File: config.mk
export PLATFORM = sky130hd
export DESIGN_NAME = gb3_cell
export DESIGN_NICKNAME = d
export VERILOG_FILES = /design/src/rtl/gb3_pkg.sv /design/src/rtl/gb3_cell.sv
export SDC_FILE = /design/constraint.sdc
export NUM_CORES = 1
export LEC_CHECK = 0
export BUFFER_PORTS_ARGS = -buffer_cell sky130_fd_sc_hd__buf_2
export CAP_MARGIN = 30
export CORE_UTILIZATION = 30
export DETAILED_ROUTE_END_ITERATION = 6
export PLACE_DENSITY_LB_ADDON = 0.1
export REMOVE_ABC_BUFFERS = 1
export SYNTH_ARGS = -nofsm -noshare
export SYNTH_HDL_FRONTEND = slang
export SYNTH_SLANG_ARGS = --single-unit
File: constraint.sdc
create_clock -name clk -period 5.8 [get_ports clk]
set_clock_uncertainty 0.15 [all_clocks]
set_input_delay 1.16 -clock clk [delete_from_list [all_inputs] [get_ports clk]]
set_output_delay 1.16 -clock clk [all_outputs]
set_load 0.02 [all_outputs]
File: src/rtl/gb3_pkg.sv
// ----------------------------------------------------------------------------
// gb3_pkg: shared types and constants for the 3x3 Gaussian raster filter
// Pixel and window column types, per-axis tap weighting modes and the
// result slot codes used by the window stage.
// ----------------------------------------------------------------------------
`default_nettype none

package gb3_pkg;

	// Default largest image side and the image size after reset.
	localparam int MAX_SIZE_DEFAULT = 4096;
	localparam int SIZE_RESET       = 4096;

	// Width of the image size register as seen on the configuration port.
	localparam int CFG_W = 13;

	// Widths of the vertical (one column) and full window weighted sums.
	localparam int VSUM_W = 10;
	localparam int HSUM_W = 12;

	// floor(x * RECIP9 / 2**16) equals floor(x / 9) for every x below 32768.
	localparam int RECIP_W = 25;
	localparam logic [RECIP_W-1:0] RECIP9 = 25'd7282;

	typedef logic [7:0] pix_t;

	// One window column; element 0 is the oldest row, element 2 the newest.
	typedef pix_t [2:0] col_t;

	// Tap weight 0..3 along one axis.
	typedef logic [1:0] wt_t;

	typedef struct packed {
		wt_t w2;
		wt_t w1;
		wt_t w0;
	} wvec_t;

	// How the three taps of one axis are used.
	//   AX_FULL:        all three taps, weights 1 2 1.
	//   AX_LO_OUT:      oldest tap lies outside the image, centered on the middle tap.
	//   AX_HI_OUT:      tap past the newest lies outside, centered on the newest tap.
	//   AX_HI_OUT_PREV: tap past the middle lies outside, centered on the middle tap.
	typedef enum logic [1:0] {
		AX_FULL,
		AX_LO_OUT,
		AX_HI_OUT,
		AX_HI_OUT_PREV
	} axis_t;

	// Results one input pixel can cause, in delivery order.
	typedef enum logic [1:0] {
		SLOT_FIRST,
		SLOT_BELOW,
		SLOT_RIGHT,
		SLOT_CORNER
	} slot_t;

	// Tap weights for one axis. Non-corner pixels replicate the center tap
	// into the outside one; corner pixels drop the outside tap.
	function automatic wvec_t axis_weights(input axis_t mode, input logic corner);
		wvec_t w;
		w.w0 = 2'd1;
		w.w1 = 2'd2;
		w.w2 = 2'd1;
		case (mode)
			AX_FULL: begin
				w.w0 = 2'd1;
				w.w1 = 2'd2;
				w.w2 = 2'd1;
			end
			AX_LO_OUT: begin
				w.w0 = 2'd0;
				w.w1 = corner ? 2'd2 : 2'd3;
				w.w2 = 2'd1;
			end
			AX_HI_OUT: begin
				w.w0 = 2'd0;
				w.w1 = 2'd1;
				w.w2 = corner ? 2'd2 : 2'd3;
			end
			AX_HI_OUT_PREV: begin
				w.w0 = 2'd1;
				w.w1 = corner ? 2'd2 : 2'd3;
				w.w2 = 2'd0;
			end
			default: begin
				w.w0 = 2'd1;
				w.w1 = 2'd2;
				w.w2 = 2'd1;
			end
		endcase
		return w;
	endfunction

endpackage

`default_nettype wire

File: src/rtl/gb3_cell.sv
// ----------------------------------------------------------------------------
// gb3_cell: one column of the 3x3 window
// Holds three pixels of one column, hands them to the next older column on
// each shift and forms the column's vertically weighted sum.
// ----------------------------------------------------------------------------
`default_nettype none

module gb3_cell (
	input  wire logic                          clk,
	input  wire logic                          arst_n,
	input  wire logic                          shift_en,
	input  wire gb3_pkg::col_t                 col_in,
	output gb3_pkg::col_t                      col_out,
	input  wire gb3_pkg::wvec_t                wts,
	output logic [gb3_pkg::VSUM_W-1:0]         vsum
);
	import gb3_pkg::*;

	col_t col_q;

	// Small weight times pixel, built from a shift and an add.
	function automatic logic [VSUM_W-1:0] wmul(input wt_t w, input pix_t p);
		logic [VSUM_W-1:0] x;
		logic [VSUM_W-1:0] r;
		x = VSUM_W'(p);
		case (w)
			2'd0:    r = '0;
			2'd1:    r = x;
			2'd2:    r = x << 1;
			2'd3:    r = x + (x << 1);
			default: r = '0;
		endcase
		return r;
	endfunction

	// Column register, loaded from the newer neighbor on each shift.
	always_ff @(posedge clk or negedge arst_n) begin
		if (!arst_n) begin
			col_q <= '0;
		end else if (shift_en) begin
			col_q <= col_in;
		end
	end

	assign col_out = col_q;

	// Vertical weighted sum over the three rows of this column.
	assign vsum = wmul(wts.w0, col_q[0]) + wmul(wts.w1, col_q[1]) + wmul(wts.w2, col_q[2]);

endmodule

`default_nettype wire

==> out/qor.csv <==
stage,metric,value,unit
power,leakage power,1.61,nW
drt,Final ANT Viol Nets,0,
global_routing,initial antenna violation count,0,
floorplanning,Die W,99.8,microns
finish,layout cells sized above 1,33.1,%
floorplanning,site row count,35,
timing,endpoints failing setup,0,
timing,FMAX,0.183,GHz
synthesis,Yosys reg bits,24,
drt,Top Metal Used,met4,
critical_path,reg2reg setup slack,4.72,ns
clocking,Clock Path Buffers,2,
timing,Worst Tran Pin Value,0.626,ns
placed_design,GPL Wtd Cong,0.798,
synthesis,Netlist cell types,40,
floorplanning,die area,0.00995,sq mm
power,Int Pwr,0.000535,W
drt,drt initial violations,63,
drt,DR vias/cell,4.89,
timing,Setup TNS Final,0,ns
placed_design,DP HPWL,5.67,mm
critical_path,Worst EP arrival,4.15,ns
power,Logic pwr share,68.4,%
floorplanning,die height,99.8,microns
power,PD cells,297,mW/mm^2
floorplanning,core area,0.00924,sq mm
synthesis,synthesized area per cell,8.93,sq um
clocking,Clock transition at path regs,0.10,ns
global_routing,GRT Util Overall,14.9,%
clocking,hold buffers post-CTS,0,
synthesis,main flop type after synthesis,dfrtp_1,
clocking,clock root cell,clkbuf_8,
critical_path,Crit Path Max Fanout,13,
timing,Period minus WS final,5.46,ns
critical_path,WS Path Type,input pin to output port,
floorplanning,IO Pins,67,
floorplanning,Initial Util,31.0,%
status,status,finished clean,
finish,Nets,464,
finish,max reg flops,24,
finish,Synth-to-Final Area Change,20.8,%
power,share of power burned in the clock network,10.8,%
critical_path,critical path required time,4.49,ns
clocking,# clock sinks,24,
timing,Relative slew margins,58.3,%
drt,Residual DRC,0,
clocking,total CTS buffers,3,
hold_path,Worst Hold Class,flip-flop to flip-flop,
synthesis,Mapped Cells,321,
timing,"Hold Vio Cnt, Final",0,
power,switching pwr,0.000492,W
drt,met1 wire length,3.63,mm
flow_run,MaxCap Viol Count,0,
clocking,worst-skew pair later-pin latency,0.27,ns
placed_design,IO Port Bufs,66,
power,sw frac,47.9,%
timing,"Slew Viols, Final",0,
synthesis,Ys Warns,0,
clocking,H-tree levels,1,
global_routing,vias in the first global route,2371,
global_routing,first-pass GRT wire length,11.8,mm
synthesis,"Seq/Total Area, Yosys",21.0,%
synthesis,Post-synth ARST share,100,%
drt,DR WL/cell,14.0,microns
clocking,CTS tree,yes,
drt,via count,2508,
timing,RSZ-0062 raised after global routing,no,
power,Flop pwr share,20.8,%
synthesis,"EDFF count, synth",0,
critical_path,crit end category,output port,
synthesis,"Cell Area, Synth",0.00287,sq mm
critical_path,CP startpoint kind,input pin,
drt,final wirelength,7.18,mm
finish,"Core Util, Final",37.5,%
timing,ratio of final minimum period to clock period,94.1,%
drt,WL met3,184,microns
drt,met2 wire length,3.28,mm
drt,DRT Pass-1 Iters,4,
power,Peak VDD IR,0.205,mV
global_routing,largest net degree at the start of global routing,30,
finish,number of antenna diodes,0,
global_routing,total grt overflow,0,
==> worst paths after layout <==
check	startpoint	to	cells past startpoint
max	wts[5]	vsum[9]	13
min	col_out[18]	col_out[18]	1
max reg2reg	col_out[17]	col_out[17]	2
min reg2reg	col_out[18]	col_out[18]	1
max in group asynchronous	arst_n	col_out[19]	1
min in group asynchronous	arst_n	col_out[22]	1
==> power groups by stage <==
stage | clock network [W] | logic, W | registers (W)
final | 0.000111 | 0.000702 | 0.000214
after global routing | 0.000123 | 0.000783 | 0.000219
after CTS | 0.000119 | 0.000700 | 0.000215
after detailed placement | 0 | 0.000698 | 0.000218
after global placement | 0 | 0.000695 | 0.000219
after floorplan | 0 | 0.000486 | 0.000231
==> worst max-delay path: stages <==
cell and delay, ns:
buf_2 0.22, nand2_1 0.19, or3_2 0.43, and3_1 0.17, fa_1 0.53, inv_1 0.04
ha_1 0.32, o21ai_0 0.09, a21oi_1 0.08, or4_1 0.40, o21ai_0 0.10, xnor3_1 0.23
buf_2 0.17
==> layout make-up <==
type,instances,area (sq um)
fill,978,5780
multi-input combinational,254,2150
sequential,24,607
timing repair buffer,74,395
tap,129,161
inverter,29,109
clock buffer,3,41.3
==> kinds of logic (layout without fill, tap and decap cells) <==
kind of cell    Yosys count  after routing  share of synthesized area, %
compound gates           88             88                          19.6
xor+xnor                 18             18                          5.98
buf+inv                  43            106                          5.63
flops                    24             24                          21.0
mux                      30             30                          11.8
fa+ha+maj                45             45                          23.0
simple gates             73             73                          13.0
==> cell usage in the layout, fill, tap and decap left out, types with 4 or more instances in the layout <==
cell	netlist	routed
fa_1	13	13
inv_1	29	29
nor3b_1	5	5
mux2_2	30	30
o21ai_0	14	14
nand2_1	18	18
a21o_1	6	6
buf_2	0	64
nor3_1	8	8
a21oi_1	28	24
a22oi_1	14	11
nor2_1	18	18
a211oi_1	7	5
ha_1	32	32
nor2b_1	7	6
nand4_1	5	5
buf_4	0	8
dfrtp_1	24	19
dfrtp_2	0	5
a21oi_2	0	4
xnor2_1	16	16
o21bai_1	6	6
==> metal layers <==
metal | up-vias | track usage [%]
met3 | 6 | 1.76
li1 | 1291 | -
met2 | 38 | 24.2
met4 | 0 | 3.96
met1 | 1173 | 20.9
met5 | - | 0
==> cells in the mapped netlist (2+ instances only) <==
cell / count / share of area (%)
a211oi_1: 7 / 1.8
a21o_1: 6 / 1.6
a21oi_1: 28 / 4.9
a22oi_1: 14 / 3.7
a31o_2: 2 / 0.61
and3_1: 3 / 0.65
buf_1: 2 / 0.26
clkbuf_1: 12 / 1.6
dfrtp_1: 24 / 21
fa_1: 13 / 9.1
ha_1: 32 / 14
inv_1: 29 / 3.8
mux2_2: 30 / 12
nand2_1: 18 / 2.4
nand3_1: 2 / 0.35
nand4_1: 5 / 1.1
nor2_1: 18 / 2.4
nor2b_1: 7 / 1.5
nor3_1: 8 / 1.4
nor3b_1: 5 / 1.3
o21ai_0: 14 / 2.4
o21bai_1: 6 / 1.6
o22ai_1: 2 / 0.44
o311ai_0: 2 / 0.61
or3_1: 2 / 0.44
xnor2_1: 16 / 4.9
==> what timing repair did <==
action                                  CTS  global route
gates resized for setup                   0            18
buffers inserted                          0             3
endpoints found under the setup margin    0             1
==> through the flow <==
step                      std cells  hold slack (ns)  cell area (sq um)  total power (W)  setup WS, ns
after floorplan                 307            0.533               2810         0.000717         0.601
after global placement          507            0.467               3340         0.000913         0.202
final                           513            0.438               3460          0.00103         0.345
after detailed placement        507            0.473               3340         0.000916         0.200
after CTS                       510            0.501               3380          0.00103        0.0457
after global routing            513            0.468               3460          0.00112         0.145
No activity file was read; power rests on OpenSTA's default activity.
